==> src/rtl/sha_pkg.sv <==
// Package: SHA-256 constants, command/status types and a rotate function.
`timescale 1ns / 1ps
package sha_pkg;

   localparam logic [31:0] H_INIT [8] = '{
      32'h6a09e667, 32'hbb67ae85, 32'h3c6ef372, 32'ha54ff53a,
      32'h510e527f, 32'h9b05688c, 32'h1f83d9ab, 32'h5be0cd19};

   localparam logic [31:0] K_ROUND [64] = '{
      32'h428a2f98, 32'h71374491, 32'hb5c0fbcf, 32'he9b5dba5, 32'h3956c25b, 32'h59f111f1,
      32'h923f82a4, 32'hab1c5ed5, 32'hd807aa98, 32'h12835b01, 32'h243185be, 32'h550c7dc3,
      32'h72be5d74, 32'h80deb1fe, 32'h9bdc06a7, 32'hc19bf174, 32'he49b69c1, 32'hefbe4786,
      32'h0fc19dc6, 32'h240ca1cc, 32'h2de92c6f, 32'h4a7484aa, 32'h5cb0a9dc, 32'h76f988da,
      32'h983e5152, 32'ha831c66d, 32'hb00327c8, 32'hbf597fc7, 32'hc6e00bf3, 32'hd5a79147,
      32'h06ca6351, 32'h14292967, 32'h27b70a85, 32'h2e1b2138, 32'h4d2c6dfc, 32'h53380d13,
      32'h650a7354, 32'h766a0abb, 32'h81c2c92e, 32'h92722c85, 32'ha2bfe8a1, 32'ha81a664b,
      32'hc24b8b70, 32'hc76c51a3, 32'hd192e819, 32'hd6990624, 32'hf40e3585, 32'h106aa070,
      32'h19a4c116, 32'h1e376c08, 32'h2748774c, 32'h34b0bcb5, 32'h391c0cb3, 32'h4ed8aa4a,
      32'h5b9cca4f, 32'h682e6ff3, 32'h748f82ee, 32'h78a5636f, 32'h84c87814, 32'h8cc70208,
      32'h90befffa, 32'ha4506ceb, 32'hbef9a3f7, 32'hc67178f2};

   localparam logic [7:0] PAD_BYTE = 8'h80;
   localparam logic [5:0] LEN_POS  = 6'd56;

   // Byte source selects for the chunk loader
   localparam logic [1:0] SRC_DATA = 2'd0;
   localparam logic [1:0] SRC_PAD  = 2'd1;
   localparam logic [1:0] SRC_ZERO = 2'd2;
   localparam logic [1:0] SRC_LEN  = 2'd3;

   typedef struct packed {
      logic       put_byte;   // write one byte into the chunk
      logic [1:0] byte_src;
      logic       add_len;    // count one message byte
      logic       snap_len;   // freeze length for the trailer
      logic       comp_start; // load a..h from chain
      logic       round_en;   // one compression round
      logic       comp_done;  // add a..h into chain
      logic       clear;      // back to reset state
   } cmd_type;

   typedef struct packed {
      logic       chunk_full;  // next put fills the chunk
      logic [5:0] byte_pos;
      logic       rounds_done; // round 63 in progress
   } status_type;

   function automatic logic [31:0] ror(input logic [31:0] v, input int k);
      ror = (v >> k) | (v << (32 - k));
   endfunction

endpackage

==> src/rtl/sha_datapath.sv <==
// Datapath: chunk buffer, message schedule, round logic, chain and length.
`timescale 1ns / 1ps
module sha_datapath (
   input  logic                    clock,
   input  logic                    reset,
   input  sha_pkg::cmd_type        cmd,
   input  logic [7:0]              data_byte,
   input  logic [2:0]              len_sel,
   input  logic [2:0]              out_sel,
   output sha_pkg::status_type     status,
   output logic [31:0]             out_word
);
   logic [31:0] chunk_ff [16];
   logic [31:0] sched_ff [16];
   logic [31:0] chain_ff [8];
   logic [31:0] var_ff [8];
   logic [63:0] bitlen_ff;
   logic [63:0] lensnap_ff;
   logic [5:0]  pos_ff;
   logic [5:0]  round_ff;

   logic [7:0]  put_val;
   logic [31:0] w_in, s0w, s1w, w15, w2;
   logic [31:0] e_s1, a_s0, ch, mj, t1, t2;
   logic [3:0]  rslot;

   // Select the byte to load
   always_comb begin
      case (cmd.byte_src)
         sha_pkg::SRC_DATA: put_val = data_byte;
         sha_pkg::SRC_PAD:  put_val = sha_pkg::PAD_BYTE;
         sha_pkg::SRC_ZERO: put_val = 8'h00;
         default:           put_val = lensnap_ff[{3'd7 - len_sel, 3'd0} +: 8];
      endcase
   end

   // Schedule word for this round
   assign rslot = round_ff[3:0];
   assign w15   = sched_ff[rslot + 4'd1];
   assign w2    = sched_ff[rslot + 4'd14];
   assign s0w   = sha_pkg::ror(w15, 7) ^ sha_pkg::ror(w15, 18) ^ (w15 >> 3);
   assign s1w   = sha_pkg::ror(w2, 17) ^ sha_pkg::ror(w2, 19) ^ (w2 >> 10);
   assign w_in  = (round_ff < 6'd16) ? chunk_ff[rslot]
                : sched_ff[rslot] + s0w + sched_ff[rslot + 4'd9] + s1w;

   assign e_s1 = sha_pkg::ror(var_ff[4], 6) ^ sha_pkg::ror(var_ff[4], 11)
               ^ sha_pkg::ror(var_ff[4], 25);
   assign ch   = (var_ff[4] & var_ff[5]) ^ (~var_ff[4] & var_ff[6]);
   assign t1   = var_ff[7] + e_s1 + ch + sha_pkg::K_ROUND[round_ff] + w_in;
   assign a_s0 = sha_pkg::ror(var_ff[0], 2) ^ sha_pkg::ror(var_ff[0], 13)
               ^ sha_pkg::ror(var_ff[0], 22);
   assign mj   = (var_ff[0] & var_ff[1]) ^ (var_ff[0] & var_ff[2]) ^ (var_ff[1] & var_ff[2]);
   assign t2   = a_s0 + mj;

   // Chunk buffer and byte slot
   always_ff @(posedge clock) begin
      if (cmd.put_byte) begin
         if (pos_ff[1:0] == 2'd0) begin
            chunk_ff[pos_ff[5:2]] <= {put_val, 24'h0};
         end else begin
            chunk_ff[pos_ff[5:2]][{2'd3 - pos_ff[1:0], 3'd0} +: 8] <= put_val;
         end
      end
   end

   always_ff @(posedge clock) begin
      if (reset || cmd.clear) begin
         pos_ff    <= '0;
         bitlen_ff <= '0;
         round_ff  <= '0;
         for (int i = 0; i < 8; i++) begin
            chain_ff[i] <= sha_pkg::H_INIT[i];
            var_ff[i]   <= '0;
         end
      end else begin
         if (cmd.put_byte) pos_ff <= pos_ff + 6'd1;
         if (cmd.add_len) bitlen_ff <= bitlen_ff + 64'd8;
         if (cmd.comp_start) begin
            round_ff <= '0;
            for (int i = 0; i < 8; i++) var_ff[i] <= chain_ff[i];
         end else if (cmd.round_en) begin
            round_ff <= round_ff + 6'd1;
            var_ff[7] <= var_ff[6];
            var_ff[6] <= var_ff[5];
            var_ff[5] <= var_ff[4];
            var_ff[4] <= var_ff[3] + t1;
            var_ff[3] <= var_ff[2];
            var_ff[2] <= var_ff[1];
            var_ff[1] <= var_ff[0];
            var_ff[0] <= t1 + t2;
         end
         if (cmd.comp_done) begin
            for (int i = 0; i < 8; i++) chain_ff[i] <= chain_ff[i] + var_ff[i];
         end
      end
   end

   // Schedule ring and length snapshot
   always_ff @(posedge clock) begin
      if (cmd.round_en) sched_ff[rslot] <= w_in;
      if (cmd.snap_len) lensnap_ff <= bitlen_ff;
   end

   assign status.chunk_full  = (pos_ff == 6'd63);
   assign status.byte_pos    = pos_ff;
   assign status.rounds_done = (round_ff == 6'd63);
   assign out_word           = chain_ff[out_sel];
endmodule

==> src/rtl/sha_control.sv <==
// Controller: handshake, padding sequence, round count and digest output.
`timescale 1ns / 1ps
module sha_control (
   input  logic                clock,
   input  logic                reset,
   input  logic                req_valid,
   output logic                req_ready,
   input  logic                req_byte_present,
   input  logic                req_last_item,
   output logic                rsp_valid,
   input  logic                rsp_ready,
   output logic [2:0]          rsp_word_index,
   output logic                rsp_last_word,
   output sha_pkg::cmd_type    cmd,
   input  sha_pkg::status_type status,
   output logic [2:0]          len_sel
);
   localparam logic [2:0] ST_IDLE = 3'd0;
   localparam logic [2:0] ST_PAD  = 3'd1;
   localparam logic [2:0] ST_ZERO = 3'd2;
   localparam logic [2:0] ST_LEN  = 3'd3;
   localparam logic [2:0] ST_COMP = 3'd4;
   localparam logic [2:0] ST_OUT  = 3'd5;

   logic [2:0] state_ff, state_in;
   logic [2:0] ret_ff, ret_in;       // state after compression
   logic       fin_ff, fin_in;       // finishing the message
   logic       startc_ff, startc_in; // compression load cycle
   logic [2:0] cnt_ff, cnt_in;
   logic       take;

   assign req_ready = (state_ff == ST_IDLE) && !startc_ff;
   assign take      = req_valid && req_ready;
   assign rsp_valid = (state_ff == ST_OUT);
   assign rsp_word_index = cnt_ff;
   assign rsp_last_word  = (cnt_ff == 3'd7);
   assign len_sel        = cnt_ff;

   // Sequence bytes, rounds and outputs
   always_comb begin
      state_in  = state_ff;
      ret_in    = ret_ff;
      fin_in    = fin_ff;
      startc_in = 1'b0;
      cnt_in    = cnt_ff;
      cmd       = '0;
      unique case (state_ff)
         ST_IDLE: begin
            if (startc_ff) begin
               cmd.comp_start = 1'b1;
               state_in       = ST_COMP;
            end else if (take) begin
               cmd.byte_src = sha_pkg::SRC_DATA;
               cmd.put_byte = req_byte_present;
               cmd.add_len  = req_byte_present;
               fin_in       = req_last_item;
               if (req_byte_present && status.chunk_full) begin
                  startc_in = 1'b1;
                  ret_in    = req_last_item ? ST_PAD : ST_IDLE;
               end else if (req_last_item) begin
                  state_in = ST_PAD;
               end
            end
         end
         ST_PAD: begin
            // Length is final here: freeze it for the trailer
            cmd.put_byte = 1'b1;
            cmd.byte_src = sha_pkg::SRC_PAD;
            cmd.snap_len = 1'b1;
            if (status.chunk_full) begin
               startc_in = 1'b1;
               ret_in    = ST_ZERO;
               state_in  = ST_IDLE;
            end else begin
               state_in = ST_ZERO;
            end
         end
         ST_ZERO: begin
            if (status.byte_pos == sha_pkg::LEN_POS) begin
               cnt_in   = '0;
               state_in = ST_LEN;
            end else begin
               cmd.put_byte = 1'b1;
               cmd.byte_src = sha_pkg::SRC_ZERO;
               if (status.chunk_full) begin
                  startc_in = 1'b1;
                  ret_in    = ST_ZERO;
                  state_in  = ST_IDLE;
               end
            end
         end
         ST_LEN: begin
            cmd.put_byte = 1'b1;
            cmd.byte_src = sha_pkg::SRC_LEN;
            cnt_in       = cnt_ff + 3'd1;
            if (cnt_ff == 3'd7) begin
               startc_in = 1'b1;
               ret_in    = ST_OUT;
               state_in  = ST_IDLE;
            end
         end
         ST_COMP: begin
            cmd.round_en = 1'b1;
            if (status.rounds_done) begin
               state_in = ST_IDLE;
               fin_in   = fin_ff;
            end
         end
         ST_OUT: begin
            if (rsp_ready) begin
               cnt_in = cnt_ff + 3'd1;
               if (cnt_ff == 3'd7) begin
                  cmd.clear = 1'b1;
                  fin_in    = 1'b0;
                  state_in  = ST_IDLE;
               end
            end
         end
         default: state_in = ST_IDLE;
      endcase
      // Fold chain after the final round, then resume
      if (state_ff == ST_COMP && status.rounds_done) begin
         state_in = ret_ff;
         if (ret_ff == ST_OUT) cnt_in = '0;
      end
   end

   always_ff @(posedge clock) begin
      if (reset) begin
         state_ff  <= ST_IDLE;
         ret_ff    <= ST_IDLE;
         fin_ff    <= 1'b0;
         startc_ff <= 1'b0;
         cnt_ff    <= '0;
      end else begin
         state_ff  <= state_in;
         ret_ff    <= ret_in;
         fin_ff    <= fin_in;
         startc_ff <= startc_in;
         cnt_ff    <= cnt_in;
      end
   end
endmodule

==> src/rtl/sha256_stream_hasher.sv <==
// Top level: SHA-256 byte stream hasher.
`timescale 1ns / 1ps
// One message byte per transfer; a transfer with last_item set pads the
// message and returns the eight digest words, index 0 first. Each filled
// 64-byte chunk is compressed by a load, 64 rounds on one shared round unit
// and a chain add, and input is stalled while that runs. Finishing adds
// the padding bytes, one or two chunk compressions and eight output
// transfers.
module sha256_stream_hasher (
   input  logic        clock,
   input  logic        reset,
   input  logic        req_valid,
   output logic        req_ready,
   input  logic [7:0]  req_data_byte,
   input  logic        req_byte_present,
   input  logic        req_last_item,
   output logic        rsp_valid,
   input  logic        rsp_ready,
   output logic [31:0] rsp_digest_word,
   output logic [2:0]  rsp_word_index,
   output logic        rsp_last_word
);
   sha_pkg::cmd_type    ctl_cmd, dp_cmd;
   sha_pkg::status_type dp_status;
   logic [2:0]          len_sel;
   logic                fold_ff;
   logic                hold_ready;
   logic                ctl_rsp_valid;

   // Chain add is registered and follows in the cycle after the final round
   always_ff @(posedge clock) begin
      if (reset) begin
         fold_ff <= 1'b0;
      end else begin
         fold_ff <= ctl_cmd.round_en && dp_status.rounds_done;
      end
   end

   always_comb begin
      dp_cmd           = ctl_cmd;
      dp_cmd.comp_done = fold_ff;
   end

   sha_control u_ctl (
      .clock(clock), .reset(reset),
      .req_valid(req_valid && !fold_ff), .req_ready(hold_ready),
      .req_byte_present(req_byte_present), .req_last_item(req_last_item),
      .rsp_valid(ctl_rsp_valid), .rsp_ready(rsp_ready && !fold_ff),
      .rsp_word_index(rsp_word_index), .rsp_last_word(rsp_last_word),
      .cmd(ctl_cmd), .status(dp_status), .len_sel(len_sel));

   assign req_ready = hold_ready && !fold_ff;
   // Hold the digest until the chain add lands
   assign rsp_valid = ctl_rsp_valid && !fold_ff;

   sha_datapath u_dp (
      .clock(clock), .reset(reset), .cmd(dp_cmd),
      .data_byte(req_data_byte), .len_sel(len_sel), .out_sel(rsp_word_index),
      .status(dp_status), .out_word(rsp_digest_word));

`ifndef SYNTH
   // Never take input while a digest is pending
   assert property (@(posedge clock) disable iff (reset) rsp_valid |-> !req_ready)
      else $error("input taken during digest output");
   // Last digest word sits at index seven
   assert property (@(posedge clock) disable iff (reset)
      rsp_valid && rsp_last_word |-> rsp_word_index == 3'd7)
      else $error("last word flag misplaced");
   // Chain add never overlaps a round
   assert property (@(posedge clock) disable iff (reset) fold_ff |-> !ctl_cmd.round_en)
      else $error("chain add during round");
`endif
endmodule
==> config.mk <==
export PLATFORM = sky130hd
export DESIGN_NAME = sha256_stream_hasher
export DESIGN_NICKNAME = d
export VERILOG_FILES = /design/src/rtl/sha_pkg.sv /design/src/rtl/sha_datapath.sv /design/src/rtl/sha_control.sv /design/src/rtl/sha256_stream_hasher.sv
export SDC_FILE = /design/constraint.sdc
export NUM_CORES = 2
export LEC_CHECK = 0
export ABC_CLOCK_PERIOD_IN_PS = 18700
export BUFFER_PORTS_ARGS = -buffer_cell sky130_fd_sc_hd__buf_4
export CORE_UTILIZATION = 40
export CTS_CLUSTER_DIAMETER = 30
export DETAILED_ROUTE_END_ITERATION = 16
export PLACE_DENSITY = 0.56
export SYNTH_ARGS = -nofsm -noshare
export SYNTH_HDL_FRONTEND = slang
export SYNTH_SLANG_ARGS = --single-unit
==> constraint.sdc <==
create_clock -name clock -period 18.7 [get_ports clock]
set_input_delay 0.935 -clock clock [delete_from_list [all_inputs] [get_ports clock]]
set_output_delay 0.935 -clock clock [all_outputs]
set_load 0.1 [all_outputs]
==> impl_metrics.json <==
{
  "path_depth": 38,
  "cell_count_of_the_worst_hold_path": 3,
  "synth_top_family_by_area": "multiplexers",
  "ys_top_cells_by_count": "sky130_fd_sc_hd__edfxtp_1 (1,533), sky130_fd_sc_hd__mux4_2 (735), sky130_fd_sc_hd__nor2_1 (560)",
  "grt_antenna_before_repair": 9,
  "port_buffers": 51,
  "grt_overflow": 0,
  "pnr_total_power_uw": 16800,
  "dr_wl_met2_um": 154000,
  "grt_pass1_vias": 70900,
  "setup_slack_of_the_critical_path_after_layout_ns": 4.13,
  "syn-mean-instance-area_um2": 13.3,
  "final-setup-viol-count": 0,
  "netlist_top_cells_area": "sky130_fd_sc_hd__edfxtp_1 (45%), sky130_fd_sc_hd__mux4_2 (16%), sky130_fd_sc_hd__ha_1 (4.9%)",
  "sw_frac_of_total": 0.337,
  "post_cts_sizing_count": 0,
  "num-nets-final": 8454,
  "core_mm2": 0.254,
  "floorplan.io_pins": 52,
  "drt_wl_total_um": 333000,
  "pwr-share-comb": 0.314,
  "preCtsSetupSlack_ns": 4.51,
  "filler_cell_count": 22000,
  "setup.worst_path.class": "reg -> reg",
  "maxCapViolCount": 0,
  "top_cell_type_by_total_area_after_synthesis": "sky130_fd_sc_hd__edfxtp_1",
  "vias_per_cell": 6.05,
  "status": "finished, final reports clean",
  "clk_pin_slew_ns": 0.05,
  "vias": 69900,
  "multi_input_area_mm2": 0.0503,
  "finish.utilization": 0.474,
  "cts_made_buffers": 408,
  "dominantRegCellSynth": "sky130_fd_sc_hd__edfxtp_1",
  "mappedNetlistNets": 8299,
  "syn-instance-count": 7688,
  "pin_count_of_the_biggest_net_entering_global_routing": 107,
  "cts_root_buf": "sky130_fd_sc_hd__clkbuf_16",
  "synth_cell_type_count": 98,
  "yosysWarningCount": 0,
  "post-route-period-util": 0.779,
  "dieWidth_um": 508,
  "synth_top_area_frac": 0.449,
  "postCtsSetupBuffers": 0,
  "routedWlPerCell_um": 28.8,
  "timing.critical_path.max_delay_family": "compound AO/OA/AOI/OAI gates",
  "synthArstFlopShare": 0,
  "whs_ns": 0.374,
  "number_of_enable_type_register_cells_in_the_synthesized_netlist": 1533,
  "drt_iter0_markers": 7912,
  "peak_supply_drop_v": 0.000166,
  "synth-xor-area-share": 0.0538,
  "row_count": 185,
  "power.switching_uw": 5670,
  "timing.clock.skew_ns": 0.0940,
  "slowest_delay_ns": 0.99,
  "worst_path_most_repeated_cell": "sky130_fd_sc_hd__fa_1",
  "maxClockFrequency_mhz": 68.7,
  "path_max_fanout": 98,
  "yosysMostFrequentCell": "sky130_fd_sc_hd__edfxtp_1",
  "ratio_of_cells_with_drive_above_1_in_the_final_layout": 0.205,
  "final_antenna_net_count": 0,
  "start_util": 0.403,
  "worst_pin_slew_ns": 1.31,
  "synth-simple-area-share": 0.0646,
  "critical_path.startpoint_type": "register",
  "clock_insertion_delay_at_the_later_pin_of_the_skew_report_ns": 0.91,
  "share_clk_of_total_power": 0.419,
  "crit_slowest_cell": "sky130_fd_sc_hd__ha_4",
  "global_route.usage.total": 0.257,
  "grt_setup_unrepaired": "false",
  "synth_sequential_area_ratio": 0.479,
  "sequential_cell_area_mm2": 0.0491,
  "drt_drc_violations_left": 0,
  "die_height_um": 508,
  "wire_length_of_the_first_global_routing_pass_um": 487000,
  "wl_met1_um": 139000,
  "min_path_type": "in -> reg",
  "clockBufferDepth": 4,
  "crit_path_end_kind": "register",
  "timing.critical_path.required_ns": 19.34,
  "p_leak_uw": 0.0432,
  "drt_pre_antenna_iters": 6,
  "synth_area_mm2": 0.102,
  "report.final.hold_viol_count": 0,
  "tritoncts_num_sinks": 1685,
  "synthMuxAreaShare": 0.180,
  "worst_slew_margin_relative_to_its_limit": 0.128,
  "post_cts_hold_buffer_count": 0,
  "slew_violations": 0,
  "top_signal_layer_used": "met4",
  "arrival_time_at_the_worst_endpoint_ns": 15.20,
  "die-area_mm2": 0.258,
  "total_negative_setup_slack_ns": 0,
  "synth-adder-area-share": 0.0877,
  "finalWorstPathRequiredPeriod_ns": 14.57,
  "p_seq_frac": 0.268,
  "synth-compound-area-share": 0.102,
  "worst-r2r-cell-count": 38,
  "detailroute.wirelength.met3_um": 24500,
  "internal_power_uw": 11200,
  "cts_tree": "yes",
  "place_congestion": 0.952,
  "dpl.hpwl_um": 228000,
  "critical_path_buffer_and_inverter_count": 6,
  "area_delta_synth_final_pct": 17.6,
  "power-per-cell-area_mw_per_mm2": 140,
  "cts.htree.levels": 5,
  "synth.ff_latch_count": 1685
}
[power by group through the flow]
| stage | sequential [uW] | combinational (uW) | clock [uW] |
|---|---|---|---|
| floorplan | 4530 | 3670 | 0 |
| global placement | 4570 | 5140 | 0 |
| detailed placement | 4570 | 5150 | 0 |
| CTS | 4510 | 5210 | 7130 |
| global route | 4520 | 5750 | 7320 |
| finish | 4510 | 5280 | 7050 |
[path summary, 6_finish.rpt]
kind / end / slack, ns / from
worst min register to register: u_dp.lensnap_ff[63] / 0.45 / u_dp.bitlen_ff[63]
worst min-delay path: u_ctl.ret_ff[0] / 0.37 / req_last_item
worst max register to register: u_dp.var_ff[0][30] / 4.13 / u_dp.round_ff[1]
worst max-delay path: u_dp.var_ff[0][30] / 4.13 / u_dp.round_ff[1]
[final cells by class]
| cell class | count | area share |
|---|---|---|
| antenna | 5 | 0.000104 |
| inverter | 453 | 0.0141 |
| sequential | 1685 | 0.408 |
| clock buffer | 483 | 0.0888 |
| multi-input combinational | 5124 | 0.417 |
| tap | 3366 | 0.0349 |
| timing repair buffer | 171 | 0.0112 |
| clock inverter | 268 | 0.0260 |
[worst reg2reg max path, delay by kind of cell, from the launching register on]
kind | cells | cell delay [ns]
flip-flops | 1 | 0.87
XOR/XNOR | 4 | 1.25
adder cells (fa/ha/maj) | 9 | 4.41
AND/OR/NAND/NOR | 1 | 0.09
buffers and inverters | 6 | 1.77
multiplexers | 2 | 1.29
AO/OA/AOI/OAI | 16 | 4.65
[cells in the final DEF (no fill, tap or decap), types with 262 or more instances in the layout]
cell and count:
sky130_fd_sc_hd__a21oi_1 376, sky130_fd_sc_hd__clkbuf_16 411, sky130_fd_sc_hd__edfxtp_1 1533, sky130_fd_sc_hd__ha_1 398
sky130_fd_sc_hd__inv_1 447, sky130_fd_sc_hd__mux4_2 735, sky130_fd_sc_hd__nand2_1 373, sky130_fd_sc_hd__nor2_1 545
sky130_fd_sc_hd__o21ai_0 262, sky130_fd_sc_hd__xnor2_1 355
[routing by layer]
| metal | global-route usage | vias to the layer above |
|---|---|---|
| met5 | 0 | - |
| met4 | 0.117 | 0 |
| met3 | 0.0440 | 624 |
| met2 | 0.402 | 3142 |
| met1 | 0.348 | 36000 |
| li1 | - | 30100 |
[state kept, by name (all words and copies together), names as in the netlist, 6 cells and up, named ones only]
name	flops
u_dp.chain_ff	256
u_dp.pos_ff	6
u_dp.round_ff	6
u_dp.bitlen_ff	61
u_dp.chunk_ff	512
u_dp.sched_ff	512
u_dp.var_ff	256
u_dp.lensnap_ff	61
[stage by stage]
stage	std cells	cell area, um2
floorplan	7688	102000
global placement	10800	107000
detailed placement	10800	107000
CTS	11600	120000
global route	11600	120000
finish	11600	121000
[kinds of logic after synthesis]
group	count (synthesis)
compound gates	1544
xor+xnor	621
fa+ha+maj	602
buf+inv	879
flops	1685
mux	905
simple gates	1452
Power figures use the tool's default switching activity.
